## config.mk

```make
export PLATFORM = sky130hd
export DESIGN_NAME = chs_round
export DESIGN_NICKNAME = d
export VERILOG_FILES = /design/src/rtl/chs_pkg.sv /design/src/rtl/chs_round.sv
export SDC_FILE = /design/constraint.sdc
export NUM_CORES = 1
export LEC_CHECK = 0
export BUFFER_PORTS_ARGS = -buffer_cell sky130_fd_sc_hd__buf_2
export CAP_MARGIN = 25
export CORE_ASPECT_RATIO = 0.5
export CORE_MARGIN = 2
export CORE_UTILIZATION = 33
export DETAILED_ROUTE_END_ITERATION = 8
export GPL_TIMING_DRIVEN = 0
export SYNTH_ARGS = -nofsm -noshare
export SYNTH_HDL_FRONTEND = slang
export SYNTH_SLANG_ARGS = --single-unit
```

## constraint.sdc

```tcl
create_clock -name clk -period 3.26 [get_ports clk]
set_input_delay 0.326 -clock clk [delete_from_list [all_inputs] [get_ports clk]]
set_output_delay 0.326 -clock clk [all_outputs]
set_load 0.005 [all_outputs]
```

## src/rtl/chs_pkg.sv

```systemverilog
// Shared types and constants for the compass heading and sector pipeline.
`default_nettype none

package chs_pkg;

  // Datapath widths: 16-bit reading, 8 guard bits, CORDIC gain and sign headroom.
  localparam int unsigned GUARD_BITS  = 8;
  localparam int unsigned XY_WIDTH    = 28;
  localparam int unsigned Z_WIDTH     = 26;
  localparam int unsigned T_WIDTH     = 25;
  localparam int unsigned ATAN_WIDTH  = 22;
  localparam int unsigned ATAN_LEN    = 24;
  localparam int unsigned HEAD_WIDTH  = 15;
  localparam int unsigned SECTORS     = 8;

  // Angle in 1/65536 degree.
  localparam logic signed [Z_WIDTH-1:0] HALF_CIRCLE_Z = 26'sd11796480;
  localparam logic signed [Z_WIDTH-1:0] FULL_CIRCLE_Z = 26'sd23592960;

  // Heading in 1/64 degree.
  localparam logic [HEAD_WIDTH-1:0] HEAD_NORTH = 15'd0;
  localparam logic [HEAD_WIDTH-1:0] HEAD_EAST  = 15'd5760;
  localparam logic [HEAD_WIDTH-1:0] HEAD_SOUTH = 15'd11520;
  localparam logic [HEAD_WIDTH-1:0] HEAD_WEST  = 15'd17280;
  localparam logic [HEAD_WIDTH-1:0] HEAD_FULL  = 15'd23040;
  localparam logic [HEAD_WIDTH-1:0] SECTOR_HALF  = 15'd1440;
  localparam logic [HEAD_WIDTH-1:0] SECTOR_WIDTH = 15'd2880;

  // atan(2^-i) in degrees, scaled by 65536 and rounded.
  localparam logic [ATAN_WIDTH-1:0] ATAN_Q16 [ATAN_LEN] = '{
    22'd2949120, 22'd1740967, 22'd919879, 22'd466945, 22'd234379, 22'd117304,
    22'd58666,   22'd29335,   22'd14668,  22'd7334,   22'd3667,   22'd1833,
    22'd917,     22'd458,     22'd229,    22'd115,    22'd57,     22'd29,
    22'd14,      22'd7,       22'd4,      22'd2,      22'd1,      22'd0
  };

  typedef struct packed {
    logic signed [15:0] field_x;
    logic signed [15:0] field_y;
  } sample_t;

  typedef struct packed {
    logic [HEAD_WIDTH-1:0] heading;
    logic [2:0]            sector;
  } result_t;

  // Rotation state carried down the CORDIC stages.
  typedef struct packed {
    logic signed [XY_WIDTH-1:0] x;
    logic signed [XY_WIDTH-1:0] y;
    logic signed [Z_WIDTH-1:0]  z;
    logic                       special;
    logic [HEAD_WIDTH-1:0]      special_heading;
  } rot_t;

  // Wrapped angle and axis override after the CORDIC.
  typedef struct packed {
    logic [T_WIDTH-1:0]    t;
    logic                  special;
    logic [HEAD_WIDTH-1:0] special_heading;
  } angle_t;

endpackage

`default_nettype wire

```

## src/rtl/chs_round.sv

```systemverilog
// Round the angle to 1/64 degree, wrap 360 to 0, apply the axis override.
`default_nettype none

module chs_round (
  input  logic                               clk,
  input  logic                               rst,
  input  logic                               up_valid,
  output logic                               up_stall,
  input  chs_pkg::angle_t                    up_data,
  output logic                               down_valid,
  input  logic                               down_stall,
  output logic [chs_pkg::HEAD_WIDTH-1:0]     down_data
);

  logic                            valid;
  logic [chs_pkg::HEAD_WIDTH-1:0]  data;
  logic [chs_pkg::HEAD_WIDTH-1:0]  data_next;
  logic [chs_pkg::T_WIDTH:0]       t_round;
  logic [chs_pkg::HEAD_WIDTH-1:0]  h;

  assign up_stall = valid && down_stall;

  always_comb begin
    t_round = {1'b0, up_data.t} + (chs_pkg::T_WIDTH + 1)'(512);
    h       = t_round[10 +: chs_pkg::HEAD_WIDTH];
    if (h >= chs_pkg::HEAD_FULL) begin
      h = h - chs_pkg::HEAD_FULL;
    end
    data_next = up_data.special ? up_data.special_heading : h;
  end

  always_ff @(posedge clk) begin
    if (rst) begin
      valid <= 1'b0;
    end else if (!up_stall) begin
      valid <= up_valid;
    end
  end

  always_ff @(posedge clk) begin
    if (up_valid && !up_stall) begin
      data <= data_next;
    end
  end

  assign down_valid = valid;
  assign down_data  = data;

endmodule

`default_nettype wire

```

==> results_dict.tcl <==
set metrics [dict create \
    start_util_pct 33.8 \
    status "finished, final reports clean" \
    cts-root-buf "clkbuf_8" \
    setup_ws_ps 1030 \
    floorplan.rows 15 \
    final_cell_mix "52 x buf_2, 17 x nand2_1, 15 x edfxtp_1" \
    worst_clock_skew_ps 1.83 \
    cts-buffers-inserted 3 \
    post-place-ws_ps 794 \
    dr.pass1.iters 4 \
    hp-class "primary input to flip-flop" \
    max_freq_ghz 0.449 \
    area_growth_pct 32.3 \
    ys.warnings.count 0 \
    clock_latency_ps 240 \
    syn_inst 118 \
    diodes 0 \
    synthesis.area_sq_um 1140 \
    die_h_microns 45.6 \
    crit_fanout 6 \
    cts_resized 0 \
    worstHoldStart "rst" \
    grt_max_degree 12 \
    cts.htree.levels 1 \
    antenna_found_initial 0 \
    ir_drop_uv 95.0 \
    slew_violations 0 \
    critPathArrivalTime_ps 2290 \
    fin_nets 222 \
    cts_tree "done" \
    postLayoutCoreUtil_pct 44.7 \
    cp.required_ps 3330 \
    core_sq_um 3380 \
    synth_edf_count 15 \
    cts_setup_buffers 0 \
    hold_viol 0 \
    dp.final_hpwl_mm 2.25 \
    synth-async-reset-ratio_pct 0 \
    endpoint_kind "flip-flop" \
    wire_per_inst_microns 12.3 \
    slew_headroom_pct 60.9 \
    ys_seq_elements 16 \
    yosys.area.top_type "edfxtp_1" \
    fin_setup_tns_ps 0 \
    die_x_microns 87.2 \
    avgSynthCellArea_sq_um 9.67 \
    pin_count 62 \
    vias 1043 \
    crit_start "up_data[25]" \
    routed_wl_mm 2.67 \
    synthFlopType "edfxtp_1" \
    grt_pass1_vias 962 \
    die_area_sq_um 3970 \
    fillers 348 \
    rsz0062_at_grt "no" \
    p_leak_nw 0.613 \
    first_iter_violations 48 \
    setup_viol 0 \
    worst_pin_slew_ps 582 \
    synth_top_area_share_pct 39.5 \
    synth_nets 164 \
    clkSlewWorstSetupHoldPaths_ps 60 \
    cp-start-kind "primary input" \
    finalCritPeriodShare_pct 68.3 \
    synth_cell_types 33 \
    postCtsHoldBufs 0 \
    min_period_ps 2230 \
    grt-ovfl-total 0 \
    clk_path_buf_depth 2 \
    synth.area.top_cells "edfxtp_1 39%, xnor2_1 8.4%, nand2_1 5.6%" \
    drc 0 \
    gp_congestion 0.760 \
    yosysSeqAreaShare_pct 41.2 \
    crit_type "primary input to flip-flop" \
    track_usage_pct 13.9 \
    r2r-start "down_valid" \
    clkSinkCount 16 \
    vias_per_cell 4.81 \
    grt_pass1_wl_mm 4.24 \
    numPortBuffers 52 \
    ant_nets 0 \
    drive_above_1_share_pct 37.7 \
    pwr_density_cell_nw_per_um2 340 \
    layout.cells.most_common "buf_2" \
    cap_violations 0 \
]
==> layer usage <==
layer | routed length [microns] | up-vias | track usage, % | part of all wire, %
li1 | - | 549 | - | -
met1 | 1340 | 472 | 19.8 | 50
met2 | 1180 | 20 | 21.8 | 44
met3 | 139 | 2 | 2.17 | 5.2
met4 | 14 | 0 | 4.62 | 0.52
met5 | 0 | - | 0 | 0
==> cells in the mapped netlist, drive strengths merged (2+ instances only) <==
cell and count:
xor2 4, nand3 7, o31a 3, nand2b 4, xnor2 11, nand4 4, o31ai 5, nand2 17
edfxtp 15, nor3 3, nor2 10, a31oi 3, clkbuf 2, o21ai 9, nor2b 2, inv 2
and2 2, nor4 4
==> where the power goes <==
group          internal (mW)  leakage [nW]  switching, mW
Clock                 0.0834        0.0231         0.0655
Combinational         0.0544         0.435         0.0631
Sequential             0.244         0.155        0.00322
Total                  0.382         0.613          0.132
==> critical path, stage by stage <==
cell and delay (ps):
buf_2 120, ha_1 230, nand3_1 240, nor4_1 380, xnor2_1 340, o31ai_2 190, and4_1 250, o31ai_2 210
==> final cells by class <==
cell class              instances  area (sq um)  share of cell area, %
multi-input cells              96           632                   41.8
flip-flops and latches         16           470                   31.2
repair buffers                 53           272                   18.0
well taps                      42          52.6                   3.48
clock buffers                   3          41.3                   2.73
plain buffers                   4          31.3                   2.07
inverters                       2          7.51                  0.497
clock inverters                 1          3.75                  0.249
==> state kept, by name, indices dropped and copies added (netlist names) <==
| name | count |
|---|---|
| down_data | 15 |
| down_valid | 1 |
==> metrics by stage <==
stage	hold slack [ps]	std cells	power, mW	instance area, sq um
after global routing	233	217	0.542	1510
after CTS	222	217	0.518	1510
after detailed placement	485	213	0.370	1470
after global placement	483	212	0.366	1450
after floorplan	398	118	0.310	1140
final	225	217	0.514	1510
==> final timing paths <==
| check | slack [ps] | to | depth (start not counted) |
|---|---|---|---|
| setup / recovery | 1030 | down_data[10] | 8 |
| hold / removal | 230 | down_valid | 2 |
| setup reg to reg | 1890 | down_data[6] | 3 |
| hold reg to reg | 620 | down_valid | 3 |
==> cell families (layout without fill, tap and decap cells) <==
family,Yosys count,count (layout),synth area share [%]
simple gates,55,55,26.5
xor+xnor,15,15,11.5
flops,16,16,41.2
buf+inv,6,63,3.40
fa+ha+maj,1,1,1.10
mux,1,1,0.987
compound gates,24,24,15.2
(Power assumes the default switching activity.)
