==> config.mk <==
export PLATFORM = sky130hd
export DESIGN_NAME = chs_prep
export DESIGN_NICKNAME = d
export VERILOG_FILES = /design/src/rtl/chs_pkg.sv /design/src/rtl/chs_prep.sv
export SDC_FILE = /design/constraint.sdc
export NUM_CORES = 1
export LEC_CHECK = 0
export BUFFER_PORTS_ARGS = -buffer_cell sky130_fd_sc_hd__clkbuf_2
export CORE_MARGIN = 2
export CORE_UTILIZATION = 46
export CTS_BUF_LIST = sky130_fd_sc_hd__clkbuf_4 sky130_fd_sc_hd__clkbuf_8 sky130_fd_sc_hd__clkbuf_16
export DETAILED_ROUTE_END_ITERATION = 10
export PLACE_DENSITY_LB_ADDON = 0.12
export SYNTH_ARGS = -nofsm -noshare
export SYNTH_HDL_FRONTEND = slang
export SYNTH_SLANG_ARGS = --single-unit
==> constraint.sdc <==
create_clock -name clk -period 4.35 [get_ports clk]
set_input_delay 0.435 -clock clk [delete_from_list [all_inputs] [get_ports clk]]
set_output_delay 0.435 -clock clk [all_outputs]
set_load 0.005 [all_outputs]
==> src/rtl/chs_pkg.sv <==
// Shared types and constants for the compass heading and sector pipeline.
`default_nettype none

package chs_pkg;

  // Datapath widths: 16-bit reading, 8 guard bits, CORDIC gain and sign headroom.
  localparam int unsigned GUARD_BITS  = 8;
  localparam int unsigned XY_WIDTH    = 28;
  localparam int unsigned Z_WIDTH     = 26;
  localparam int unsigned T_WIDTH     = 25;
  localparam int unsigned ATAN_WIDTH  = 22;
  localparam int unsigned ATAN_LEN    = 24;
  localparam int unsigned HEAD_WIDTH  = 15;
  localparam int unsigned SECTORS     = 8;

  // Angle in 1/65536 degree.
  localparam logic signed [Z_WIDTH-1:0] HALF_CIRCLE_Z = 26'sd11796480;
  localparam logic signed [Z_WIDTH-1:0] FULL_CIRCLE_Z = 26'sd23592960;

  // Heading in 1/64 degree.
  localparam logic [HEAD_WIDTH-1:0] HEAD_NORTH = 15'd0;
  localparam logic [HEAD_WIDTH-1:0] HEAD_EAST  = 15'd5760;
  localparam logic [HEAD_WIDTH-1:0] HEAD_SOUTH = 15'd11520;
  localparam logic [HEAD_WIDTH-1:0] HEAD_WEST  = 15'd17280;
  localparam logic [HEAD_WIDTH-1:0] HEAD_FULL  = 15'd23040;
  localparam logic [HEAD_WIDTH-1:0] SECTOR_HALF  = 15'd1440;
  localparam logic [HEAD_WIDTH-1:0] SECTOR_WIDTH = 15'd2880;

  // atan(2^-i) in degrees, scaled by 65536 and rounded.
  localparam logic [ATAN_WIDTH-1:0] ATAN_Q16 [ATAN_LEN] = '{
    22'd2949120, 22'd1740967, 22'd919879, 22'd466945, 22'd234379, 22'd117304,
    22'd58666,   22'd29335,   22'd14668,  22'd7334,   22'd3667,   22'd1833,
    22'd917,     22'd458,     22'd229,    22'd115,    22'd57,     22'd29,
    22'd14,      22'd7,       22'd4,      22'd2,      22'd1,      22'd0
  };

  typedef struct packed {
    logic signed [15:0] field_x;
    logic signed [15:0] field_y;
  } sample_t;

  typedef struct packed {
    logic [HEAD_WIDTH-1:0] heading;
    logic [2:0]            sector;
  } result_t;

  // Rotation state carried down the CORDIC stages.
  typedef struct packed {
    logic signed [XY_WIDTH-1:0] x;
    logic signed [XY_WIDTH-1:0] y;
    logic signed [Z_WIDTH-1:0]  z;
    logic                       special;
    logic [HEAD_WIDTH-1:0]      special_heading;
  } rot_t;

  // Wrapped angle and axis override after the CORDIC.
  typedef struct packed {
    logic [T_WIDTH-1:0]    t;
    logic                  special;
    logic [HEAD_WIDTH-1:0] special_heading;
  } angle_t;

endpackage

`default_nettype wire

==> src/rtl/chs_prep.sv <==
// Input stage: scale, fold the left half-plane, flag readings on an axis.
`default_nettype none

module chs_prep (
  input  logic             clk,
  input  logic             rst,
  input  logic             up_valid,
  output logic             up_stall,
  input  chs_pkg::sample_t up_data,
  output logic             down_valid,
  input  logic             down_stall,
  output chs_pkg::rot_t    down_data
);

  logic                                 valid;
  chs_pkg::rot_t                        data;
  chs_pkg::rot_t                        data_next;
  logic signed [chs_pkg::XY_WIDTH-1:0]  xs;
  logic signed [chs_pkg::XY_WIDTH-1:0]  ys;
  logic                                 neg;

  assign up_stall = valid && down_stall;

  always_comb begin
    xs  = {{(chs_pkg::XY_WIDTH - 16 - chs_pkg::GUARD_BITS){up_data.field_x[15]}},
           up_data.field_x, {chs_pkg::GUARD_BITS{1'b0}}};
    ys  = {{(chs_pkg::XY_WIDTH - 16 - chs_pkg::GUARD_BITS){up_data.field_y[15]}},
           up_data.field_y, {chs_pkg::GUARD_BITS{1'b0}}};
    neg = up_data.field_x[15];
    data_next.x = neg ? -xs : xs;
    data_next.y = neg ? -ys : ys;
    data_next.z = neg ? chs_pkg::HALF_CIRCLE_Z : '0;
    data_next.special = (up_data.field_x == 16'sd0) || (up_data.field_y == 16'sd0);
    // Y on zero covers the origin too, so test it first.
    if (up_data.field_y == 16'sd0) begin
      data_next.special_heading = neg ? chs_pkg::HEAD_SOUTH : chs_pkg::HEAD_NORTH;
    end else begin
      data_next.special_heading = up_data.field_y[15] ? chs_pkg::HEAD_WEST
                                                      : chs_pkg::HEAD_EAST;
    end
  end

  always_ff @(posedge clk) begin
    if (rst) begin
      valid <= 1'b0;
    end else if (!up_stall) begin
      valid <= up_valid;
    end
  end

  always_ff @(posedge clk) begin
    if (up_valid && !up_stall) begin
      data <= data_next;
    end
  end

  assign down_valid = valid;
  assign down_data  = data;

endmodule

`default_nettype wire

==> results.md <==
* Unrepaired setup endpoints after global routing: no
* Drt initial violations at 73
* Final nets at 334
* CTS tree: built
* Total CTS buffers at 5
* Syn avg cell area at 12.5 µm²
* Area Growth Syn to Fin at 15.8%
* Crit path kind: input port to flip-flop
* DRC Markers at 0
* All-Layer GR Usage at 14.3%
* Maximum VDD drop at 0.000181 V
* Die Y at 79.9 µm
* Slew headroom at 50.2%
* Routability Congestion at 0.774
* Worst hold path type: input port to flip-flop
* Initial antenna violation count at 0
* Die width at 79.9 µm
* CTS H-tree lvls at 2
* Yosys warnings at 0
* Leading cell type in the layout, fill and taps excluded: clkbuf_2
* Syn Inst Count at 212
* Core area at 5540 µm²
* Largest net degree at the start of global routing at 38
* Final HPWL DP at 3.43 mm
* Starting density of the core at 47.8%
* Bufs on Longest Clock Path at 2
* Sequential area share after synthesis at 55.2%
* Clock Sink Count at 49
* Fin crit share at 44.8%
* Critical Path Max Stage Delay at 0.75 ns
* Fmax at 513 MHz
* Commonest cells after routing, fill and taps aside: 90 x clkbuf_2, 49 x conb_1, 48 x edfxtp_1
* CP arrival at 1.98 ns
* Met3 wire len at 351 µm
* Post-cts resize count at 0
* Fin. max-slew vios at 0
* Synth cell types at 33
* P per Cell Area at 338 nW/µm²
* Tmin final at 1.95 ns
* Layout cells sized above 1 at 36.7%
* Slew @ Worst Pin at 0.748 ns
* Pre-antenna DRT Iters at 4
* Post-route ant nets at 0
* Final Cell Area at 3070 µm²
* Total grt overflow at 0
* Via density per instance at 4.60
* Fillers at 487
* Fin Setup TNS at 0 ns
* WL/cell at 12.5 µm
* Critical Path End Type: flip-flop
* Rows at 27
* Vias at 1698
* Vias in the first global route at 1469
* Setup Skew at 0.0133 ns
* Hold Buf Count CTS at 0
* #FFs+latches synth at 49
* First-pass GRT wire length at 7.00 mm
* Diodes inserted at 0
* Metal2 WL at 2.25 mm
* CTS root buf: clkbuf_8
* Top Metal Used: met4
* Worst-Skew Late Latency at 0.30 ns
* Worst Path Max Fanout at 9
* Hold Violations, Final at 0
* Lkg Pwr at 1.32 nW
* Mapped cell area at 2650 µm²
* Crit path cell chain: clkbuf_2 -> or4_1 -> nor4_4 -> o21ai_0
* I/O pin cnt at 136
* Cell area after placement at 2960 µm²
* WP data required at 4.38 ns
* Status: finished, final reports clean
* Area of the die at 6380 µm²
* Detailed Route WL at 4.62 mm
* Postcts setup bufs at 0
* Worst path slowest cell: or4_1
* Finish-stage setup viols at 0
* Max-Cap Viols at 0
* Nature of the critical path startpoint: input port
* I/O Buffers at 90
* Met1 WL at 1.98 mm
* Reg clk slew, reported paths at 0.10 ns
## worst paths after layout
path              slack, ns                       to                     from  depth (start not counted)
hold / removal         0.28  down_valid$_SDFFE_PP0N_                      rst                          2
setup / recovery       2.40  down_data[66]$_DFFE_PP_               up_data[4]                          4
setup reg to reg       2.53  down_data[62]$_DFFE_PP_  down_valid$_SDFFE_PP0N_                          3
hold reg to reg        0.67  down_valid$_SDFFE_PP0N_  down_valid$_SDFFE_PP0N_                          3
## Yosys cell counts
cell type / n / area share (%)
inv_1: 6 / 0.85
a21oi_1: 1 / 0.19
and3_1: 1 / 0.24
nor3_1: 2 / 0.38
or3b_2: 2 / 0.66
a22o_1: 1 / 0.33
o41ai_1: 6 / 2.0
or3_2: 1 / 0.28
nor2_1: 3 / 0.43
conb_1: 1 / 0.14
o31ai_1: 10 / 2.8
buf_1: 2 / 0.28
nor4b_1: 1 / 0.33
o41ai_4: 1 / 1.0
xnor2_1: 27 / 8.9
or2_2: 2 / 0.47
edfxtp_1: 48 / 54
o21ai_0: 10 / 1.9
nor2b_1: 1 / 0.24
nand2b_1: 2 / 0.47
or3_1: 4 / 0.94
nor4_4: 1 / 0.80
buf_6: 1 / 0.43
ha_1: 2 / 0.94
a21o_1: 1 / 0.28
or4_4: 1 / 0.43
o41ai_2: 2 / 1.2
and2_1: 1 / 0.24
buf_4: 50 / 14
nand2_1: 7 / 0.99
or4_1: 4 / 1.1
clkbuf_1: 9 / 1.3
dfxtp_1: 1 / 0.76
## state kept, by name, summed over array words and instances, names as in the netlist
name,flops
down_data,48
down_valid,1
## per-stage QoR
stage | utilization, % | worst slack (ns) | hold WS [ns] | total power [mW] | instances
after floorplan | - | 1.11 | 0.507 | 0.691 | 260
after global routing | 55.4 | 2.24 | 0.289 | 1.09 | 369
final | 55.4 | 2.40 | 0.280 | 1.04 | 369
after global placement | 53.4 | 2.10 | 0.595 | 0.726 | 361
after CTS | 55.4 | 2.39 | 0.275 | 1.05 | 369
after detailed placement | 53.4 | 2.07 | 0.599 | 0.729 | 361
## worst max-delay path, delay by kind of cell
kind	cells	cell delay [ns]
AND/OR/NAND/NOR	2	1.27
buffers and inverters	1	0.12
AO/OA/AOI/OAI	1	0.15
## power breakdown
| part | switching [mW] | internal, mW |
|---|---|---|
| Clock | 0.145 | 0.176 |
| Combinational | 0.0821 | 0.0632 |
| Sequential | 0.00963 | 0.562 |
## routing by layer
layer / vias up / global-route usage (%)
li1: 824 / -
met1: 789 / 19.2
met2: 83 / 23.3
met3: 2 / 2.38
met4: 0 / 4.92
met5: - / 0
## final cells by class
type	count	area (µm²)	share of cell area (%)
clock inverters	2	33.8	1.10
inverters	6	22.5	0.734
well taps	72	90.1	2.94
repair buffers	91	458	14.9
flip-flops and latches	49	1460	47.7
clock buffers	6	76.3	2.49
multi-input cells	143	925	30.2
## logic make-up after synthesis
kind of cell	synth area share, %
compound gates	9.78
xor+xnor	8.93
fa+ha+maj	0.945
buf+inv	17.0
flops	55.2
other cells	0.142
simple gates	8.03
No activity file was read; power rests on OpenSTA's default activity.
