$ cat src/rtl/chs_pkg.sv
// Shared types and constants for the compass heading and sector pipeline.
`default_nettype none

package chs_pkg;

  // Datapath widths: 16-bit reading, 8 guard bits, CORDIC gain and sign headroom.
  localparam int unsigned GUARD_BITS  = 8;
  localparam int unsigned XY_WIDTH    = 28;
  localparam int unsigned Z_WIDTH     = 26;
  localparam int unsigned T_WIDTH     = 25;
  localparam int unsigned ATAN_WIDTH  = 22;
  localparam int unsigned ATAN_LEN    = 24;
  localparam int unsigned HEAD_WIDTH  = 15;
  localparam int unsigned SECTORS     = 8;

  // Angle in 1/65536 degree.
  localparam logic signed [Z_WIDTH-1:0] HALF_CIRCLE_Z = 26'sd11796480;
  localparam logic signed [Z_WIDTH-1:0] FULL_CIRCLE_Z = 26'sd23592960;

  // Heading in 1/64 degree.
  localparam logic [HEAD_WIDTH-1:0] HEAD_NORTH = 15'd0;
  localparam logic [HEAD_WIDTH-1:0] HEAD_EAST  = 15'd5760;
  localparam logic [HEAD_WIDTH-1:0] HEAD_SOUTH = 15'd11520;
  localparam logic [HEAD_WIDTH-1:0] HEAD_WEST  = 15'd17280;
  localparam logic [HEAD_WIDTH-1:0] HEAD_FULL  = 15'd23040;
  localparam logic [HEAD_WIDTH-1:0] SECTOR_HALF  = 15'd1440;
  localparam logic [HEAD_WIDTH-1:0] SECTOR_WIDTH = 15'd2880;

  // atan(2^-i) in degrees, scaled by 65536 and rounded.
  localparam logic [ATAN_WIDTH-1:0] ATAN_Q16 [ATAN_LEN] = '{
    22'd2949120, 22'd1740967, 22'd919879, 22'd466945, 22'd234379, 22'd117304,
    22'd58666,   22'd29335,   22'd14668,  22'd7334,   22'd3667,   22'd1833,
    22'd917,     22'd458,     22'd229,    22'd115,    22'd57,     22'd29,
    22'd14,      22'd7,       22'd4,      22'd2,      22'd1,      22'd0
  };

  typedef struct packed {
    logic signed [15:0] field_x;
    logic signed [15:0] field_y;
  } sample_t;

  typedef struct packed {
    logic [HEAD_WIDTH-1:0] heading;
    logic [2:0]            sector;
  } result_t;

  // Rotation state carried down the CORDIC stages.
  typedef struct packed {
    logic signed [XY_WIDTH-1:0] x;
    logic signed [XY_WIDTH-1:0] y;
    logic signed [Z_WIDTH-1:0]  z;
    logic                       special;
    logic [HEAD_WIDTH-1:0]      special_heading;
  } rot_t;

  // Wrapped angle and axis override after the CORDIC.
  typedef struct packed {
    logic [T_WIDTH-1:0]    t;
    logic                  special;
    logic [HEAD_WIDTH-1:0] special_heading;
  } angle_t;

endpackage

`default_nettype wire

$ cat src/rtl/chs_cordic_stage.sv
// One vectoring CORDIC micro-rotation with its pipeline register.
`default_nettype none

module chs_cordic_stage #(
  parameter int unsigned SHIFT = 0
) (
  input  logic          clk,
  input  logic          rst,
  input  logic          up_valid,
  output logic          up_stall,
  input  chs_pkg::rot_t up_data,
  output logic          down_valid,
  input  logic          down_stall,
  output chs_pkg::rot_t down_data
);

  localparam logic [4:0] IDX = 5'(SHIFT);

  logic                                valid;
  chs_pkg::rot_t                       data;
  chs_pkg::rot_t                       data_next;
  logic signed [chs_pkg::XY_WIDTH-1:0] dx;
  logic signed [chs_pkg::XY_WIDTH-1:0] dy;
  logic signed [chs_pkg::Z_WIDTH-1:0]  ang;
  logic                                y_pos;

  assign up_stall = valid && down_stall;

  always_comb begin
    dx    = up_data.y >>> SHIFT;
    dy    = up_data.x >>> SHIFT;
    ang   = {{(chs_pkg::Z_WIDTH - chs_pkg::ATAN_WIDTH){1'b0}}, chs_pkg::ATAN_Q16[IDX]};
    y_pos = !up_data.y[chs_pkg::XY_WIDTH-1] && (up_data.y != '0);
    data_next = up_data;
    // Rotate toward the X axis.
    if (y_pos) begin
      data_next.x = up_data.x + dx;
      data_next.y = up_data.y - dy;
      data_next.z = up_data.z + ang;
    end else begin
      data_next.x = up_data.x - dx;
      data_next.y = up_data.y + dy;
      data_next.z = up_data.z - ang;
    end
  end

  always_ff @(posedge clk) begin
    if (rst) begin
      valid <= 1'b0;
    end else if (!up_stall) begin
      valid <= up_valid;
    end
  end

  always_ff @(posedge clk) begin
    if (up_valid && !up_stall) begin
      data <= data_next;
    end
  end

  assign down_valid = valid;
  assign down_data  = data;

endmodule

`default_nettype wire

$ cat config.mk
export PLATFORM = sky130hd
export DESIGN_NAME = chs_cordic_stage
export DESIGN_NICKNAME = d
export VERILOG_FILES = /design/src/rtl/chs_pkg.sv /design/src/rtl/chs_cordic_stage.sv
export SDC_FILE = /design/constraint.sdc
export NUM_CORES = 1
export LEC_CHECK = 0
export ABC_AREA = 1
export BUFFER_PORTS_ARGS = -buffer_cell sky130_fd_sc_hd__buf_2
export CAP_MARGIN = 20
export CORE_UTILIZATION = 50
export CTS_BUF_LIST = sky130_fd_sc_hd__clkbuf_4 sky130_fd_sc_hd__clkbuf_8
export CTS_CLUSTER_DIAMETER = 40
export DETAILED_ROUTE_END_ITERATION = 16
export MAX_ROUTING_LAYER = met4
export PLACE_DENSITY = 0.74
export SYNTH_ARGS = -nofsm -noshare
export SYNTH_HDL_FRONTEND = slang
export SYNTH_SLANG_ARGS = --single-unit
$ cat constraint.sdc
create_clock -name clk -period 6.98 [get_ports clk]
set_clock_uncertainty 0.15 [all_clocks]
set_input_delay 0.698 -clock clk [delete_from_list [all_inputs] [get_ports clk]]
set_output_delay 0.698 -clock clk [all_outputs]
set_load 0.03 [all_outputs]
==> flow_summary.json <==
{
  "fp.dieW_um": 142.3,
  "track_usage_pct": 31.80,
  "syn_avg_cell_area_sq_um": 6.629,
  "holdBufCountCts": 0,
  "syn_area_sq_um": 9837,
  "maxSlewViolCount": 0,
  "netlist_instances": 1484,
  "timing.fmax_mhz": 282.3,
  "hold_path_depth": 2,
  "r2r_start": "down_valid",
  "cts-root-buf": "clkbuf_8",
  "cts_buffers": 9,
  "crit_required_ns": 6.98,
  "coreArea_sq_um": 19020,
  "antenna_found_initial": 0,
  "drtIter0Drc": 636,
  "hold_viol": 0,
  "grt_pass1_wl_um": 47440,
  "clk_latency_ns": 0.39,
  "avgRoutedWirePerCell_um": 16.05,
  "grt_pass1_vias": 9320,
  "ys_types": 34,
  "fp.dieH_um": 142.3,
  "async_flop_share_pct": 0,
  "drc": 0,
  "ys_ff_latch": 98,
  "drv_cap": 0,
  "nets": 1858,
  "r2r_slack_ns": 4.46,
  "post-route-min-period_ns": 3.542,
  "worstReg2RegEnd": "down_data[67]",
  "vias": 10050,
  "dpl.hpwl_um": 25540,
  "syn-num-nets": 1679,
  "fillers": 1946,
  "worstSetupStartpointType": "input port",
  "yosysSeqAreaShare_pct": 29.81,
  "clk_pin_slew_ns": 0.10,
  "max_slew_margin_pct": 38.94,
  "syn_to_final_growth_pct": 13.44,
  "hold_path.class": "in -> reg",
  "synth_top_flop_cell": "edfxtp_1",
  "cts_setup_buffers": 0,
  "rr_worst_depth": 4,
  "cts.repair.resized": 0,
  "h-tree-depth": 3,
  "drt-vias-per-instance": 5.210,
  "io_pins": 202,
  "grt_max_degree": 68,
  "port_buffers": 201,
  "place_congestion": 0.9694,
  "status": "completed",
  "clock_sinks": 98,
  "ant_nets": 0,
  "whs_ns": 0.2936,
  "crit_arrival_ns": 3.54,
  "tightest_slew_ns": 0.9137,
  "min_to": "down_valid",
  "antenna_cells": 0,
  "vdd_drop_max_uv": 85.38,
  "grt-ovfl-total": 0,
  "finalCritPeriodShare_pct": 50.75,
  "wirelength_um": 30950,
  "holdCritStartpoint": "rst",
  "path_class": "in -> reg",
  "setup_violations": 0,
  "grt_setup_unrepaired": "false",
  "end_kind": "flop",
  "layout-drive-gt1-share_pct": 15.35,
  "yosysWarnings": 0,
  "die-area_sq_um": 20240,
  "leakage_nw": 6.169,
  "drt-pass1-iter-count": 6,
  "placement_rows": 50,
  "cellPowerDensity_nw_per_um2": 174.5,
  "synth_edf_count": 97,
  "cts.path.max_buffers": 2,
  "fin_tns_setup_ns": 0,
  "critPathMaxFanout": 59,
  "cts_tree": "built",
  "initial_core_util_pct": 51.72
}
cells in the mapped netlist, types with 2 or more instances:
cell	n	area, sq um
o21ai_0	44	220.2
a21oi_2	7	61.31
xor2_1	30	262.8
inv_1	282	1059
nand2_2	7	43.79
nand2_1	495	1858
nor2_1	95	356.6
nor2_2	12	75.07
xnor2_1	2	17.52
nand3_1	136	680.7
nand3_2	2	20.02
buf_6	4	45.04
nor3_1	5	25.02
o21ai_1	8	40.04
a31oi_1	2	12.51
nand4_1	33	206.5
clkbuf_1	2	7.510
a21oi_1	71	355.3
ha_1	89	1114
buf_2	18	90.09
inv_2	4	15.01
o21bai_1	14	105.1
buf_4	12	90.09
edfxtp_1	97	2913
fa_1	4	80.08
critical path, cell delays in order:
cell and delay (ns):
buf_2 0.11, inv_1 0.07, nand4_1 0.20, nor3_1 0.31, nand3_1 0.17, nand2_2 0.11
inv_2 0.03, buf_4 0.32, ha_1 0.42, a21oi_1 0.19, nand2_1 0.11, a21oi_1 0.21
nor2_1 0.06, o21ai_0 0.27, nand2_1 0.10, nand2_1 0.08, nand2_1 0.05
report_power, final:
group	internal [W]	switching [W]	total, W
logic	0.000240	0.000579	0.000818
clock network	0.000147	0.000243	0.000390
registers	0.000725	0.0000143	0.000739
total	0.00111	0.000836	0.00195
area by class of cell:
class	instances	area, sq um	share of cell area (%)
clock inverters	6	56.30	0.5045
flip-flops and latches	98	2933	26.28
clock buffers	10	137.6	1.233
well taps	260	325.3	2.915
multi-input cells	1064	5605	50.23
inverters	286	1074	9.620
repair buffers	204	1028	9.216
registers in the layout, summed over array words and instances (netlist names):
| signal | count |
|---|---|
| down_data | 97 |
| down_valid | 1 |
kinds of logic after synthesis:
group	synth area share (%)
buffers and inverters	13.28
DFF	29.81
and+or+nand+nor	33.63
xor gates and xnor gates	2.849
adders and majority gates	12.13
AOI/OAI and AO/OA	8.293
placed cells by master, fill, tap and decap left out, types with 5 or more instances in the layout:
master / instances
edfxtp_1: 97
nand2_1: 495
nor2_2: 12
nor2_1: 94
a21oi_2: 7
a21oi_1: 71
nand4_1: 33
nand3_1: 136
o21ai_0: 44
clkbuf_8: 10
ha_1: 89
o21bai_1: 14
o21ai_1: 8
inv_1: 282
nand2_2: 7
buf_2: 201
xor2_1: 30
nor3_1: 5
stage by stage:
step	total power [W]	utilization (%)	area [sq um]	std cells	setup slack, ns
after floorplan	0.001325	-	9837	1484	1.282
after global placement	0.001548	57.66	10970	1912	3.221
after detailed placement	0.001558	57.66	10970	1912	3.076
after CTS	0.001943	58.68	11160	1928	3.487
after global routing	0.002055	58.68	11160	1928	3.134
final	0.001948	58.68	11160	1928	3.438
routing by layer:
metal  global-route usage (%)  up-vias  share of wire (%)
met5                        -        -                  0
met4                    11.77        0                3.1
met3                    3.466       51                6.6
met2                    52.94      428                 46
met1                    39.81     4560                 44
li1                         -     5006                  -
worst max-delay path by stage:
stage	start	endpoint	slack, ns
final	up_data[57]	down_data[40]	3.44
after global routing	up_data[43]	down_data[40]	3.13
after CTS	up_data[43]	down_data[40]	3.49
after detailed placement	up_data[43]	down_data[40]	3.08
after global placement	up_data[57]	down_data[39]	3.22
after floorplan	down_stall	down_data[0]	1.28
No activity file was read; power rests on OpenSTA's default activity.
