**src/rtl/chs_pkg.sv**
```systemverilog
// Shared types and constants for the compass heading and sector pipeline.
`default_nettype none

package chs_pkg;

  // Datapath widths: 16-bit reading, 8 guard bits, CORDIC gain and sign headroom.
  localparam int unsigned GUARD_BITS  = 8;
  localparam int unsigned XY_WIDTH    = 28;
  localparam int unsigned Z_WIDTH     = 26;
  localparam int unsigned T_WIDTH     = 25;
  localparam int unsigned ATAN_WIDTH  = 22;
  localparam int unsigned ATAN_LEN    = 24;
  localparam int unsigned HEAD_WIDTH  = 15;
  localparam int unsigned SECTORS     = 8;

  // Angle in 1/65536 degree.
  localparam logic signed [Z_WIDTH-1:0] HALF_CIRCLE_Z = 26'sd11796480;
  localparam logic signed [Z_WIDTH-1:0] FULL_CIRCLE_Z = 26'sd23592960;

  // Heading in 1/64 degree.
  localparam logic [HEAD_WIDTH-1:0] HEAD_NORTH = 15'd0;
  localparam logic [HEAD_WIDTH-1:0] HEAD_EAST  = 15'd5760;
  localparam logic [HEAD_WIDTH-1:0] HEAD_SOUTH = 15'd11520;
  localparam logic [HEAD_WIDTH-1:0] HEAD_WEST  = 15'd17280;
  localparam logic [HEAD_WIDTH-1:0] HEAD_FULL  = 15'd23040;
  localparam logic [HEAD_WIDTH-1:0] SECTOR_HALF  = 15'd1440;
  localparam logic [HEAD_WIDTH-1:0] SECTOR_WIDTH = 15'd2880;

  // atan(2^-i) in degrees, scaled by 65536 and rounded.
  localparam logic [ATAN_WIDTH-1:0] ATAN_Q16 [ATAN_LEN] = '{
    22'd2949120, 22'd1740967, 22'd919879, 22'd466945, 22'd234379, 22'd117304,
    22'd58666,   22'd29335,   22'd14668,  22'd7334,   22'd3667,   22'd1833,
    22'd917,     22'd458,     22'd229,    22'd115,    22'd57,     22'd29,
    22'd14,      22'd7,       22'd4,      22'd2,      22'd1,      22'd0
  };

  typedef struct packed {
    logic signed [15:0] field_x;
    logic signed [15:0] field_y;
  } sample_t;

  typedef struct packed {
    logic [HEAD_WIDTH-1:0] heading;
    logic [2:0]            sector;
  } result_t;

  // Rotation state carried down the CORDIC stages.
  typedef struct packed {
    logic signed [XY_WIDTH-1:0] x;
    logic signed [XY_WIDTH-1:0] y;
    logic signed [Z_WIDTH-1:0]  z;
    logic                       special;
    logic [HEAD_WIDTH-1:0]      special_heading;
  } rot_t;

  // Wrapped angle and axis override after the CORDIC.
  typedef struct packed {
    logic [T_WIDTH-1:0]    t;
    logic                  special;
    logic [HEAD_WIDTH-1:0] special_heading;
  } angle_t;

endpackage

`default_nettype wire

```
**src/rtl/chs_wrap.sv**
```systemverilog
// Post-CORDIC stage: wrap a negative angle into the full circle.
`default_nettype none

module chs_wrap (
  input  logic            clk,
  input  logic            rst,
  input  logic            up_valid,
  output logic            up_stall,
  input  chs_pkg::rot_t   up_data,
  output logic            down_valid,
  input  logic            down_stall,
  output chs_pkg::angle_t down_data
);

  logic                               valid;
  chs_pkg::angle_t                    data;
  chs_pkg::angle_t                    data_next;
  logic signed [chs_pkg::Z_WIDTH-1:0] t_full;

  assign up_stall = valid && down_stall;

  always_comb begin
    t_full = up_data.z[chs_pkg::Z_WIDTH-1] ? up_data.z + chs_pkg::FULL_CIRCLE_Z : up_data.z;
    data_next.t               = t_full[chs_pkg::T_WIDTH-1:0];
    data_next.special         = up_data.special;
    data_next.special_heading = up_data.special_heading;
  end

  always_ff @(posedge clk) begin
    if (rst) begin
      valid <= 1'b0;
    end else if (!up_stall) begin
      valid <= up_valid;
    end
  end

  always_ff @(posedge clk) begin
    if (up_valid && !up_stall) begin
      data <= data_next;
    end
  end

  assign down_valid = valid;
  assign down_data  = data;

endmodule

`default_nettype wire

```
**config.mk**
```make
export PLATFORM = sky130hd
export DESIGN_NAME = chs_wrap
export DESIGN_NICKNAME = d
export VERILOG_FILES = /design/src/rtl/chs_pkg.sv /design/src/rtl/chs_wrap.sv
export SDC_FILE = /design/constraint.sdc
export NUM_CORES = 1
export LEC_CHECK = 0
export ABC_AREA = 1
export BUFFER_PORTS_ARGS = -buffer_cell sky130_fd_sc_hd__buf_2
export CAP_MARGIN = 0
export CELL_PAD_IN_SITES_DETAIL_PLACEMENT = 1
export CELL_PAD_IN_SITES_GLOBAL_PLACEMENT = 2
export CORE_AREA = 2 2 86 88
export CTS_CLUSTER_SIZE = 28
export DETAILED_ROUTE_END_ITERATION = 6
export DIE_AREA = 0 0 88 90
export PLACE_DENSITY = 0.83
export SYNTH_ARGS = -nofsm -noshare
export SYNTH_HDL_FRONTEND = slang
export SYNTH_SLANG_ARGS = --single-unit
```
**constraint.sdc**
```tcl
create_clock -name clk -period 7.4 [get_ports clk]
set_input_delay 0.37 -clock clk [delete_from_list [all_inputs] [get_ports clk]]
set_output_delay 0.37 -clock clk [all_outputs]
set_load 0.01 [all_outputs]
```
==> flow_summary.ini, run 1 <==
[grt]
grt_pass1_wl_mm = 5.09
met2_usage_pct = 14.6
grt.total_usage_pct = 8.57
grt-ovfl-total = 0
grt_antenna_before_repair = 0
grt_pass1_vias = 1015
grt_max_degree = 42
top_usage_layer = met2
grtUsageMet1_pct = 9.16
gr-usage-met3_pct = 4.13

[finish]
nNetsFinal = 273
drive_above_1_share_pct = 56.7
fin_util_pct = 30.1
multi_input_area_sq_um = 136
antenna_cells = 0
seq_area_sq_um = 1250
num-fill-cells = 780
synthToLayoutAreaGrowth_pct = 48.9

[clock_tree]
clkTransAtPathRegs_ps = 80
clock-sinks = 42
post_cts_resized = 0
clk_latency_ps = 290
numCtsBuffers = 5
cts_max_path_buffers = 2
post_cts_buffers = 0
cts_max_level = 2
cts_tree = built
postCtsHoldBufs = 0
cts_root_buf = clkbuf_8

[synthesis]
synth-edff-count = 41
ys_warn_count = 0
synth_flop_cell = edfxtp_1
yosysMostFrequentCell = edfxtp_1
seq_area_frac_synth_pct = 88.3
netlist_area_sq_um = 1420
syn_avg_cell_area_sq_um = 18.7
synth.top_cell.area_share_pct = 86.8
synth_seq_cells = 42
yosys.area.top_type = edfxtp_1
ys_top_cells_by_count = edfxtp_1, nand2_1, inv_1
ys_types = 14
synthArstFlopShare_pct = 0
synth_nets = 179
synth_area_leaders = edfxtp_1, nand2_1, inv_1
synth_cells = 76

[floorplan]
floorplan.rows = 31
die_width_um = 88
dieHeight_um = 90
num_io_pins = 145
coreArea_sq_um = 7020
dieArea_sq_um = 7920
start_util_pct = 20.2

[hold_path]
worstHoldPathType = primary input to register

[placement]
finalWeightedCongestion = 0.628
io_buffers = 88
place_hpwl_mm = 2.63

[power_and_ir_drop]
power.density_nw_per_um2 = 257
p_comb_share_pct = 8.7
leakagePower_nw = 0.931
finalPower_mw = 0.543
netSwitchingFraction_pct = 20.3
p_int_mw = 0.433
switching_power_mw = 0.110
clkPwrFrac_pct = 39.3
ir_drop_mv = 0.0718
pwr-share-seq_pct = 51.9

[timing]
setup-tns-final_ps = 0
max_slew.worst_pin.slew_ps = 1130
period_share_pct = 23.3
slew_headroom_pct = 24.7
drv_slew = 0
setup_viol = 0
clock_skew_ps = 1.57
rsz0062_at_grt = no
fin_crit_ps = 1720
fin_hold_ws_ps = 223
fmax_ghz = 0.581
hold_viol = 0

[critical_path]
crit_chain = nand2_1 > inv_1 > nor2_4
critPathMaxFanout = 41
max_stage_delay_ps = 840
critPathLaunchType = register
cp_data_required_time_ps = 7310
critPathCaptureType = register
crit_type = register to register
crit_arrival_ps = 1630
slowest_stage = nor2_4

[routing]
drt-total-wl_mm = 3.38
drtAntennaViolNets = 0
vias_per_cell = 3.63
vias = 980
wl_per_cell_um = 12.5
drc = 0
drtIter0Drc = 11
dr.pass1.iters = 3

[flow_run]
max_cap_violations = 0

[outcome]
status = finished, final reports clean
critical path, delay by kind of cell, from the launching register on:
family                 cells  cell delay (ps)
buffers and inverters      1               70
DFF                        1              320
and+or+nand+nor            2              910
flip-flops by register name (all words and copies together), names as in the netlist:
signal and cells:
down_data 41, down_valid 1
power by group through the flow:
stage / Clock [mW] / Combinational (mW) / Sequential [mW]
after detailed placement: 0 / 0.0489 / 0.288
after CTS: 0.223 / 0.0490 / 0.282
after global routing: 0.232 / 0.0532 / 0.284
final: 0.214 / 0.0474 / 0.282
after global placement: 0 / 0.0475 / 0.287
after floorplan: 0 / 0.0110 / 0.296
final cells by class:
class	instances	share of cell area, %
Inverter	7	1.24
Clock inverter	3	3.02
Clock buffer	5	3.26
Tap cell	99	5.87
Timing Repair Buffer	88	20.9
Multi-Input combinational cell	26	6.46
Sequential cell	42	59.3
kinds of logic (layout without fill, tap and decap cells):
| group | count (synthesis) | in the layout | share of synthesized area, % |
|---|---|---|---|
| compound gates | 4 | 4 | 1.41 |
| xor+xnor | 2 | 2 | 1.24 |
| fa+ha+maj | 1 | 1 | 0.882 |
| buf+inv | 8 | 103 | 2.65 |
| flops | 42 | 42 | 88.3 |
| simple gates | 19 | 19 | 5.56 |
stage by stage:
step | std cells | worst slack, ps | instance area [sq um]
6_report | 270 | 5680 | 2110
2_1_floorplan | 76 | 4710 | 1420
3_3_place_gp | 262 | 5500 | 1980
3_5_place_dp | 262 | 5430 | 1980
5_1_grt | 270 | 5470 | 2110
4_1_cts | 270 | 5590 | 2110
cell usage in the layout (no fill, tap or decap):
master / n
nand2_1: 13
nand2_2: 1
clkbuf_8: 5
ha_1: 1
nor2_4: 1
buf_2: 88
inv_1: 7
nand4_1: 1
nand3_1: 2
bufinv_16: 2
xor2_1: 2
a21oi_1: 1
o21ai_1: 1
edfxtp_1: 41
nor2_1: 1
o21ai_0: 2
clkinv_1: 1
dfxtp_1: 1
final timing paths:
check                                        startpoint  slack, ps  cells after the start                      end
worst max-delay path            down_valid$_SDFFE_PP0N_       5680                      3   down_data[9]$_DFFE_PP_
worst min register to register  down_valid$_SDFFE_PP0N_        490                      2  down_valid$_SDFFE_PP0N_
worst max register to register  down_valid$_SDFFE_PP0N_       5680                      3   down_data[9]$_DFFE_PP_
worst min-delay path                                rst        220                      2  down_valid$_SDFFE_PP0N_
layer usage:
| metal | vias to the layer above | part of all wire [%] |
|---|---|---|
| met5 | - | 0 |
| met3 | 6 | 11 |
| met4 | 0 | 1.2 |
| met1 | 462 | 38 |
| met2 | 54 | 49 |
| li1 | 458 | - |
Note: power is estimated with default switching activity, not from simulation.
==> inputs of run 2 (changes only) <==
Settings changed: CORE_AREA 2 2 86 88 to 2 2 95 97, DIE_AREA 0 0 88 90 to 0 0 97 99, PLACE_DENSITY 0.83 to 0.73.
Clock period 7.4 ns to 1.47 ns, I/O delays scaled along.
==> run 2 against run 1 <==
  * Sequential power rose to 5.0 times the previous value
  * Clock power rose to 3.2 times the previous value
  * Sequential cell count unchanged
  * Setup slack worse by 5400 ps
  * Critical path type unchanged
==> flow_summary.ini, run 2 (same netlist as run 1, synthesis figures left out) <==
[outcome]
status = finished, final reports clean

[routing]
dr.pass1.iters = 2
drc = 0
drtIter0Drc = 22
drtAntennaViolNets = 0
wl_per_cell_um = 11.8
vias = 1123
vias_per_cell = 3.54
drt-total-wl_mm = 3.73

[timing]
clock_skew_ps = 1.22
fin_crit_ps = 1150
drv_slew = 0
fmax_ghz = 0.871
fin_hold_ws_ps = 41.6
max_slew.worst_pin.slew_ps = 220
slew_headroom_pct = 85.3
setup-tns-final_ps = 0
setup_viol = 0
rsz0062_at_grt = no
hold_viol = 0
period_share_pct = 78.1

[critical_path]
cp_top_family = flip-flops
r2r-end = down_data[13]$_DFFE_PP_
slowest_stage = dfxtp_2
timing.rr.start = down_valid$_SDFFE_PP0N_
cp_data_required_time_ps = 1450
path_buf_inv = 2
cp-startpoint = down_valid$_SDFFE_PP0N_
reg2regPathDepth = 4
max_stage_delay_ps = 320
critPathMaxFanout = 16
reg2reg_slack_ps = 320
cp_num_cells = 4
critPathLaunchType = register
crit_type = register to register
critPathCaptureType = register
crit_chain = nand2_2 > inv_2 > nor2_4 > buf_4
cp-endpoint = down_data[13]$_DFFE_PP_
crit_arrival_ps = 1130

[finish]
largest_reg_flops = 41
synthToLayoutAreaGrowth_pct = 73.7
fin_area_sq_um = 2460
nNetsFinal = 311
mostFrequentLayoutCells = buf_2, edfxtp_1, dlygate4sd3_1
final_common_cell = buf_2
drive_above_1_share_pct = 48.3
antenna_cells = 0
fin_cells = 317

[placement]
place_inst = 273
place_hpwl_mm = 2.69
io_buffers = 88
postPlaceCellArea_sq_um = 2020
finalWeightedCongestion = 0.708

[floorplan]
die_width_um = 97
floorplan.rows = 34
dieArea_sq_um = 9600
start_util_pct = 16.6
num_io_pins = 145
dieHeight_um = 99
coreArea_sq_um = 8550

[power_and_ir_drop]
power.density_nw_per_um2 = 989
ir_drop_mv = 0.268
finalPower_mw = 2.44
leakagePower_nw = 1.07

[grt]
grt_pass1_wl_mm = 6.12
grt.total_usage_pct = 8.11
grt_pass1_vias = 1197
grt_antenna_before_repair = 0
grt-ovfl-total = 0
grt_max_degree = 26

[clock_tree]
numCtsBuffers = 5
clk_latency_ps = 280
cts_tree = built
clkTransAtPathRegs_ps = 70
cts_max_level = 2
cts_root_buf = clkbuf_8
clock-sinks = 42
cts_max_path_buffers = 2
post_cts_resized = 0

[flow_run]
max_cap_violations = 0

[hold_path]
worstHoldPathType = primary input to register
==> run 2: changes by cell type in the layout (fill, tap and decap cells not counted) <==
cell,previous run,this run
inv_1,7,6
nand2_2,1,2
dlygate4sd3_1,0,36
buf_4,0,1
inv_2,0,1
clkinv_2,0,1
bufinv_16,2,0
dfxtp_1,1,0
clkbuf_1,0,1
buf_12,0,1
dfxtp_2,0,1
nand2_1,13,12
==> run 2: how the worst min path moves through the flow <==
stage,from,slack [ps],depth (start not counted),end
finish,down_stall,40,3,down_valid$_SDFFE_PP0N_
global route,down_stall,50,3,down_valid$_SDFFE_PP0N_
CTS,down_stall,30,3,down_valid$_SDFFE_PP0N_
detailed placement,rst,230,2,down_valid$_SDFFE_PP0N_
global placement,rst,220,2,down_valid$_SDFFE_PP0N_
floorplan,rst,140,1,down_valid$_SDFFE_PP0N_
==> run 2: final cells by class <==
type / count / area (sq um)
fillers: 953 / 6090
inverters: 7 / 26.3
repair buffers: 126 / 828
flip-flops and latches: 42 / 1250
multi-input cells: 26 / 139
well taps: 108 / 135
clock inverters: 2 / 8.76
clock buffers: 6 / 72.6
==> run 2: metal layers <==
metal	vias to the layer above	global-route usage, %	part of all wire (%)	wire [um]
met1	530	8.95	38	1440
met3	4	3.26	8.5	317
met2	56	14.3	52	1940
met5	-	0	0	0
met4	0	2.60	1.0	39
li1	533	-	-	-
==> run 2: through the flow <==
step,utilization (%),worst slack [ps]
2_1_floorplan,-,-21.0
6_report,28.8,321
3_3_place_gp,23.6,323
4_1_cts,28.8,300
5_1_grt,28.8,262
3_5_place_dp,23.6,309
==> run 2: worst register-to-register path, delay by kind of cell (launching register included) <==
kind / cells / cell delay, ps
buffers and inverters: 2 / 310
flip-flops: 1 / 320
AND/OR/NAND/NOR: 2 / 200
==> run 2: report_power, final <==
part           leakage (nW)  internal, mW  switching, mW
Clock                0.0426         0.327          0.364
Sequential            0.406          1.40         0.0155
Combinational         0.623         0.174          0.153
Total                  1.07          1.90          0.532
==> run 2: timing repair <==
action	CTS	global route
hold buffers	36	0
endpoints found under the hold margin	36	0
buffers inserted	0	0
