File: src/rtl/chs_pkg.sv
// Shared types and constants for the compass heading and sector pipeline.
`default_nettype none

package chs_pkg;

  // Datapath widths: 16-bit reading, 8 guard bits, CORDIC gain and sign headroom.
  localparam int unsigned GUARD_BITS  = 8;
  localparam int unsigned XY_WIDTH    = 28;
  localparam int unsigned Z_WIDTH     = 26;
  localparam int unsigned T_WIDTH     = 25;
  localparam int unsigned ATAN_WIDTH  = 22;
  localparam int unsigned ATAN_LEN    = 24;
  localparam int unsigned HEAD_WIDTH  = 15;
  localparam int unsigned SECTORS     = 8;

  // Angle in 1/65536 degree.
  localparam logic signed [Z_WIDTH-1:0] HALF_CIRCLE_Z = 26'sd11796480;
  localparam logic signed [Z_WIDTH-1:0] FULL_CIRCLE_Z = 26'sd23592960;

  // Heading in 1/64 degree.
  localparam logic [HEAD_WIDTH-1:0] HEAD_NORTH = 15'd0;
  localparam logic [HEAD_WIDTH-1:0] HEAD_EAST  = 15'd5760;
  localparam logic [HEAD_WIDTH-1:0] HEAD_SOUTH = 15'd11520;
  localparam logic [HEAD_WIDTH-1:0] HEAD_WEST  = 15'd17280;
  localparam logic [HEAD_WIDTH-1:0] HEAD_FULL  = 15'd23040;
  localparam logic [HEAD_WIDTH-1:0] SECTOR_HALF  = 15'd1440;
  localparam logic [HEAD_WIDTH-1:0] SECTOR_WIDTH = 15'd2880;

  // atan(2^-i) in degrees, scaled by 65536 and rounded.
  localparam logic [ATAN_WIDTH-1:0] ATAN_Q16 [ATAN_LEN] = '{
    22'd2949120, 22'd1740967, 22'd919879, 22'd466945, 22'd234379, 22'd117304,
    22'd58666,   22'd29335,   22'd14668,  22'd7334,   22'd3667,   22'd1833,
    22'd917,     22'd458,     22'd229,    22'd115,    22'd57,     22'd29,
    22'd14,      22'd7,       22'd4,      22'd2,      22'd1,      22'd0
  };

  typedef struct packed {
    logic signed [15:0] field_x;
    logic signed [15:0] field_y;
  } sample_t;

  typedef struct packed {
    logic [HEAD_WIDTH-1:0] heading;
    logic [2:0]            sector;
  } result_t;

  // Rotation state carried down the CORDIC stages.
  typedef struct packed {
    logic signed [XY_WIDTH-1:0] x;
    logic signed [XY_WIDTH-1:0] y;
    logic signed [Z_WIDTH-1:0]  z;
    logic                       special;
    logic [HEAD_WIDTH-1:0]      special_heading;
  } rot_t;

  // Wrapped angle and axis override after the CORDIC.
  typedef struct packed {
    logic [T_WIDTH-1:0]    t;
    logic                  special;
    logic [HEAD_WIDTH-1:0] special_heading;
  } angle_t;

endpackage

`default_nettype wire

File: src/rtl/chs_sector.sv
// Output stage: classify the heading into one of eight compass sectors.
`default_nettype none

module chs_sector (
  input  logic                           clk,
  input  logic                           rst,
  input  logic                           up_valid,
  output logic                           up_stall,
  input  logic [chs_pkg::HEAD_WIDTH-1:0] up_data,
  output logic                           down_valid,
  input  logic                           down_stall,
  output chs_pkg::result_t               down_data
);

  logic                         valid;
  chs_pkg::result_t             data;
  chs_pkg::result_t             data_next;
  logic [chs_pkg::SECTORS-1:0]  past;

  assign up_stall = valid && down_stall;

  // Count the boundaries at 22.5 + 45k degrees that lie at or below the heading;
  // passing all eight wraps back to North.
  always_comb begin
    for (int k = 0; k < chs_pkg::SECTORS; k++) begin
      past[k] = up_data >= chs_pkg::SECTOR_HALF
                + chs_pkg::HEAD_WIDTH'(k) * chs_pkg::SECTOR_WIDTH;
    end
    data_next.heading = up_data;
    data_next.sector  = 3'($countones(past));
  end

  always_ff @(posedge clk) begin
    if (rst) begin
      valid <= 1'b0;
    end else if (!up_stall) begin
      valid <= up_valid;
    end
  end

  always_ff @(posedge clk) begin
    if (up_valid && !up_stall) begin
      data <= data_next;
    end
  end

  assign down_valid = valid;
  assign down_data  = data;

endmodule

`default_nettype wire

File: config.mk
export PLATFORM = sky130hd
export DESIGN_NAME = chs_sector
export DESIGN_NICKNAME = d
export VERILOG_FILES = /design/src/rtl/chs_pkg.sv /design/src/rtl/chs_sector.sv
export SDC_FILE = /design/constraint.sdc
export NUM_CORES = 1
export LEC_CHECK = 0
export CORE_ASPECT_RATIO = 1.1
export CORE_UTILIZATION = 45
export DETAILED_ROUTE_END_ITERATION = 7
export DONT_BUFFER_PORTS = 1
export PLACE_DENSITY_LB_ADDON = 0.3
export SYNTH_ARGS = -nofsm -noshare
export SYNTH_HDL_FRONTEND = slang
export SYNTH_SLANG_ARGS = --single-unit
File: constraint.sdc
create_clock -name clk -period 8.9 [get_ports clk]
set_clock_uncertainty 0.15 [all_clocks]
set_input_delay 1.335 -clock clk [delete_from_list [all_inputs] [get_ports clk]]
set_output_delay 1.335 -clock clk [all_outputs]
set_load 0.1 [all_outputs]
==> results.md, run 1 <==
- Slew margin rel.: 0.325
- Gr ovfl total: 0
- Vias in the first global route: 475
- Avg Vias per Cell: 5.63
- Yosys warning count: 0
- Setup crit start kind: primary input
- CP arrival: 4.13 ns
- Synth cell types: 33
- Worst Slack Setup Final: 4.67 ns
- Worst-Margin Slew: 1.01 ns
- Ant. Diodes: 0
- Number of flops mapped to enable cells by yosys: 18
- Min Tclk post-route: 4.23 ns
- RSZ-0062 raised after global routing: no
- Worst slack, placed: 4.33 ns
- Setup Crit Path Kind: in2reg
- DRT iter0 DRCs: 12
- Register area share after synthesis: 0.588
- PD cells: 241 nW/µm²
- Synth top area cells: edfxtp_1 57%, fa_1 8.4%, inv_1 2.8%
- Root Buffer: clkbuf_4
- R2r worst-path depth: 3
- DRC violations left: 0
- Most common cell in the netlist: edfxtp_1
- CORE AREA: 2000 µm²
- Row Count: 17
- Outcome: finished, final reports clean
- H-tree Lvls: 1
- Top_reg_cell synth: edfxtp_1
- Register area: 561 µm²
- Yosys reg bits: 19
- Initial antenna violation count: 0
- Die ar.: 2310 µm²
- Post-DRT Antenna Nets: 0
- Layout Nets: 100
- Period utilisation layout: 0.475
- Peak Freq: 236 MHz
- First-pass GRT wire length: 2.17 mm
- CTS Hold Buffers Added: 0
- Max-Cap Viols: 0
- Area growth syn-to-layout: 3.94%
- Worst-path clk slew: 0.10 ns
- Post-CTS sizing: 0
- First-pass DRT Iterations: 4
- Yosys top cell area share: 0.567
- CP Data Required Time: 8.80 ns
- Final max-slew violation count: 0
- Chip width: 45.9 µm
- Final WL: 1.46 mm
- Tot GR Track Use: 0.137
- Hold WC Path Type: in2reg
- Die height: 50.3 µm
- TritonCTS Buffers: 3
- Worst skew pair latency: 0.29 ns
- Syn Area/Cell: 12.9 µm²
- Post-CTS setup buffers: 0
- Total power: 0.000239 W
- # fillers: 198
- Io pins: 39
- Most common library cells after synthesis: 18 x edfxtp_1, 7 x inv_1
- Post-Syn Nets: 99
- Vias: 574
- Setup violators final: 0
- Leading area contributor after synthesis: edfxtp_1
- Port bufs: 0
- Post-detail-place hpwl: 1.12 mm
- Gate Count Post-Synth: 74
- Share of layout cells above drive strength 1: 0.0946
- Largest net degree at the start of global routing: 19
- Initial Utilization: 0.477
- Final GP Congestion: 0.813
- DR WL/cell: 14.3 µm
- Multi-input logic area: 334 µm²
- Leakage: 0.355 nW
- Final setup TNS: 0 ns
- Final-report hold violation count: 0
- Hold depth: 1
- Async SR Flop Fraction: 0
- CP max FO: 7
- CTS tree: done
- CTS Sinks: 19
- Worst setup EP type: flip-flop
- Max clock buf depth: 2
- Maximum vdd drop: 0.121 mV
- Mapped Area: 953 µm²
[per-stage QoR]
| stage | hold WS [ns] | utilization | std cells | instance area, µm² |
|---|---|---|---|---|
| floorplan | 1.26 | - | 74 | 953 |
| finish | 0.948 | 0.496 | 102 | 991 |
| global placement | 1.26 | 0.482 | 98 | 963 |
| CTS | 0.945 | 0.496 | 102 | 991 |
| detailed placement | 1.26 | 0.482 | 98 | 963 |
| global route | 0.943 | 0.496 | 102 | 991 |
[flip-flops by register name, summed over array words and instances (netlist names)]
register / cells
down_valid: 1
down_data: 18
[final timing paths]
kind,slack (ns),startpoint,endpoint
setup reg to reg,6.26,down_valid$_SDFFE_PP0N_,down_data[12]$_DFFE_PP_
hold reg to reg,1.45,down_valid$_SDFFE_PP0N_,down_valid$_SDFFE_PP0N_
setup / recovery,4.67,up_data[5],down_data[2]$_DFFE_PP_
hold / removal,0.95,rst,down_valid$_SDFFE_PP0N_
[layer usage]
metal,up-vias,track usage,share of wire
met1,273,0.169,0.43
met2,29,0.209,0.49
met4,0,0.103,0.032
met5,-,0,0
met3,4,0.0180,0.047
li1,268,-,-
[cell type report]
cell class / instances / area share
flip-flops and latches: 19 / 0.566
multi-input cells: 43 / 0.337
well taps: 28 / 0.0354
inverters: 7 / 0.0265
clock buffers: 3 / 0.0227
repair buffers: 1 / 0.00758
clock inverters: 1 / 0.00505
[power by group]
group	internal, W	switching (W)
sequential	0.000110	0.0000612
clock	0.0000167	0.0000241
combinational	0.0000113	0.0000154
total	0.000138	0.000101
[cells in the final DEF (no fill, tap or decap)]
master	n
a21oi_1	4
and2_1	1
and3b_1	1
o21bai_1	1
nor4_1	2
buf_4	1
nor2b_1	1
or3_4	1
clkinv_2	1
a21boi_1	1
o2111ai_1	1
inv_1	7
nor3_2	1
ha_1	2
o21ai_0	1
fa_1	4
nand4_1	1
o21ai_1	4
dfxtp_1	1
edfxtp_1	18
nand3_1	3
o211a_1	1
xnor2_1	1
and3_1	1
o31ai_1	1
nor3_1	1
a41oi_1	1
o211ai_1	1
clkbuf_4	3
nor2_1	4
nand2_1	2
o21a_1	1
[cell families after synthesis]
logic type	share of synthesized area
AOI/OAI and AO/OA	0.116
and+or+nand+nor	0.115
DFF	0.588
adders and majority gates	0.110
xor gates and xnor gates	0.00919
buffers and inverters	0.0617
[critical path, stage by stage]
cell and delay, ns:
o211a_1 0.14, o21ai_1 0.05, and3_1 0.20, fa_1 0.54, inv_1 0.06, fa_1 0.54, inv_1 0.06, fa_1 0.46
inv_1 0.07, ha_1 0.14, inv_1 0.05, fa_1 0.37, xnor2_1 0.13
No activity file was read; power rests on OpenSTA's default activity.
==> run 2, diff against run 1 <==
Settings changed: ABC_AREA from default to 1.
Clock period 8.9 ns to 3.65 ns, I/O delays scaled along.
==> run 2 against run 1 <==
Compared with the run above: routed wire length rose by 31%; worst setup slack worse by 4.5 ns; non-clock buffer count grew 13; area after synthesis is 7.5% higher; core utilization grew 7.9 points; cell area rose by 21%; final cell count grew 57%; hold slack got worse by 0.79 ns; sequential cell count stayed put; synthesized cell count up 54%; critical path type unchanged.
==> results.md, run 2 <==
- Outcome: finished, final reports clean
- RSZ-0062 raised after global routing: yes
- Setup crit start: up_data[12]
- Post-Syn Nets: 139
- H-tree Lvls: 1
- Initial antenna violation count: 0
- DRC violations left: 0
- R2r worst-path depth: 5
- Die ar.: 2470 µm²
- Synth cell types: 15
- Avg Vias per Cell: 4.84
- Hold depth: 1
- Setup crit end: down_data[2]$_DFFE_PP_
- Mapped Area: 1020 µm²
- Max-Cap Viols: 0
- Hold WC Path Type: in2reg
- CTS Hold Buffers Added: 0
- HP Start: rst
- Io pins: 39
- Total power: 0.000614 W
- Yosys top cell area share: 0.527
- Root Buffer: clkbuf_4
- Setup violators final: 0
- Setup Crit Path Kind: in2reg
- R2r endpoint: down_data[1]$_DFFE_PP_
- Area growth syn-to-layout: 17.0%
- Leakage: 0.538 nW
- Die height: 52.1 µm
- Yosys warning count: 0
- DR WL/cell: 11.9 µm
- Final-report hold violation count: 0
- Layout Nets: 158
- TritonCTS Buffers: 3
- Tot GR Track Use: 0.177
- Crit. path cell count: 16
- Post-detail-place hpwl: 1.58 mm
- Worst setup EP type: flip-flop
- Gr ovfl total: 0
- Share of layout cells above drive strength 1: 0.174
- Most common cell in the netlist: nand2_1
- Final WL: 1.91 mm
- Largest register FFs: 18
- Slew margin rel.: 0.400
- Worst reg2reg path startpoint: down_valid$_SDFFE_PP0N_
- Peak Freq: 289 MHz
- Final GP Congestion: 0.892
- CP max FO: 4
- Worst skew pair latency: 0.29 ns
- Post-DRT Antenna Nets: 0
- CP max-delay cell: fa_1
- Synth top area cells: edfxtp_1 53%, nand2_1 11%, nor2_1 8.1%
- First-pass GRT wire length: 2.95 mm
- Register area share after synthesis: 0.547
- Final max-slew violation count: 0
- Bufs and invs on worst path: 5
- CP arrival: 3.36 ns
- Port bufs: 0
- Final Core Density: 0.575
- Gate Count Post-Synth: 114
- PD cells: 512 nW/µm²
- Most common library cells after synthesis: 30 x nand2_1, 22 x nor2_1, 20 x inv_1
- CP top delay family: adder cells
- Row Count: 17
- Most frequent cells in the layout: 30 x nand2_1, 19 x inv_1, 19 x nor2_1
- Yosys reg bits: 19
- CP Data Required Time: 3.55 ns
- Chip width: 47.5 µm
- DRT iter0 DRCs: 27
- Leading area contributor after synthesis: edfxtp_1
- Post-CTS setup buffers: 0
- Initial Utilization: 0.492
- Vias in the first global route: 671
- Flop2flop setup slack: 1.54 ns
- Commonest non-fill, non-tap cell in the layout: nand2_1
- Worst-Margin Slew: 0.901 ns
- Ant. Diodes: 0
- First-pass DRT Iterations: 4
- Final setup TNS: 0 ns
- Worst-path clk slew: 0.09 ns
- Async SR Flop Fraction: 0
- Worst-path cell chain: inv_2 > nand2_1 > nor2_2 > nand2_1 > nor2_1 > nor2_1 > fa_1 > inv_1 > fa_1 > inv_1 > fa_1 > inv_1 > ha_1 > inv_1 > fa_1 > xnor2_1
- CTS tree: done
- Syn Area/Cell: 8.99 µm²
- Min Tclk post-route: 3.46 ns
- Setup crit start kind: primary input
- Largest net degree at the start of global routing: 19
- Max clock buf depth: 2
- CP max stage delay: 0.52 ns
- Top_reg_cell synth: edfxtp_1
- CTS Sinks: 19
- Number of flops mapped to enable cells by yosys: 18
- CORE AREA: 2080 µm²
- Vias: 774
- Period utilisation layout: 0.949
- Maximum vdd drop: 0.311 mV
run 2: changes by cell type after synthesis, sizes merged, moves of 2 or more:
cell / previous run / this run
buf: 4 / 0
nand2: 2 / 31
nor4: 2 / 0
o21ai: 5 / 3
nand3: 3 / 5
nor2: 4 / 22
inv: 7 / 21
run 2: metrics by stage:
| step | hold WS, ns | setup slack, ns | cell area [µm²] | std cells |
|---|---|---|---|---|
| CTS | 0.147 | 0.165 | 1190 | 160 |
| global placement | 0.468 | -0.117 | 1170 | 156 |
| global route | 0.130 | -0.0321 | 1200 | 160 |
| finish | 0.159 | 0.186 | 1200 | 160 |
| floorplan | 0.467 | 0.0119 | 1030 | 114 |
| detailed placement | 0.471 | -0.150 | 1170 | 156 |
run 2: per-layer routing:
metal	wire length (µm)	global-route usage	up-vias
met5	0	0	-
met4	47	0.100	0
met3	110	0.0347	5
met2	914	0.265	35
met1	838	0.232	341
li1	-	-	393
run 2: cell families after synthesis:
family,share of synthesized area
flip-flops,0.547
XOR/XNOR,0.00855
AO/OA/AOI/OAI,0.0391
AND/OR/NAND/NOR,0.226
adder cells (fa/ha/maj),0.103
buffers and inverters,0.0769
run 2: worst min-delay path by stage:
stage | slack (ns) | endpoint
floorplan | 0.47 | down_valid$_SDFFE_PP0N_
global placement | 0.47 | down_valid$_SDFFE_PP0N_
detailed placement | 0.47 | down_valid$_SDFFE_PP0N_
CTS | 0.15 | down_valid$_SDFFE_PP0N_
global route | 0.13 | down_valid$_SDFFE_PP0N_
finish | 0.16 | down_valid$_SDFFE_PP0N_
run 2: cell type report:
cell class	count	area [µm²]
fillers	194	886
well taps	28	35.0
repair buffers	14	105
clock buffers	4	26.3
flip-flops and latches	19	561
multi-input cells	74	393
inverters	21	78.8
run 2: report_power, final:
group	total (W)	switching (W)	internal, W	leakage (nW)
Sequential	0.000419	0.000150	0.000270	0.183
Combinational	0.0000943	0.0000562	0.0000381	0.341
Clock	0.0000999	0.0000574	0.0000425	0.0150
run 2: what timing repair did:
action / in CTS / in global routing
gates resized for setup: 0 / 2
endpoints found under the hold margin: 0 / 0
setup endpoints to repair: 0 / 2
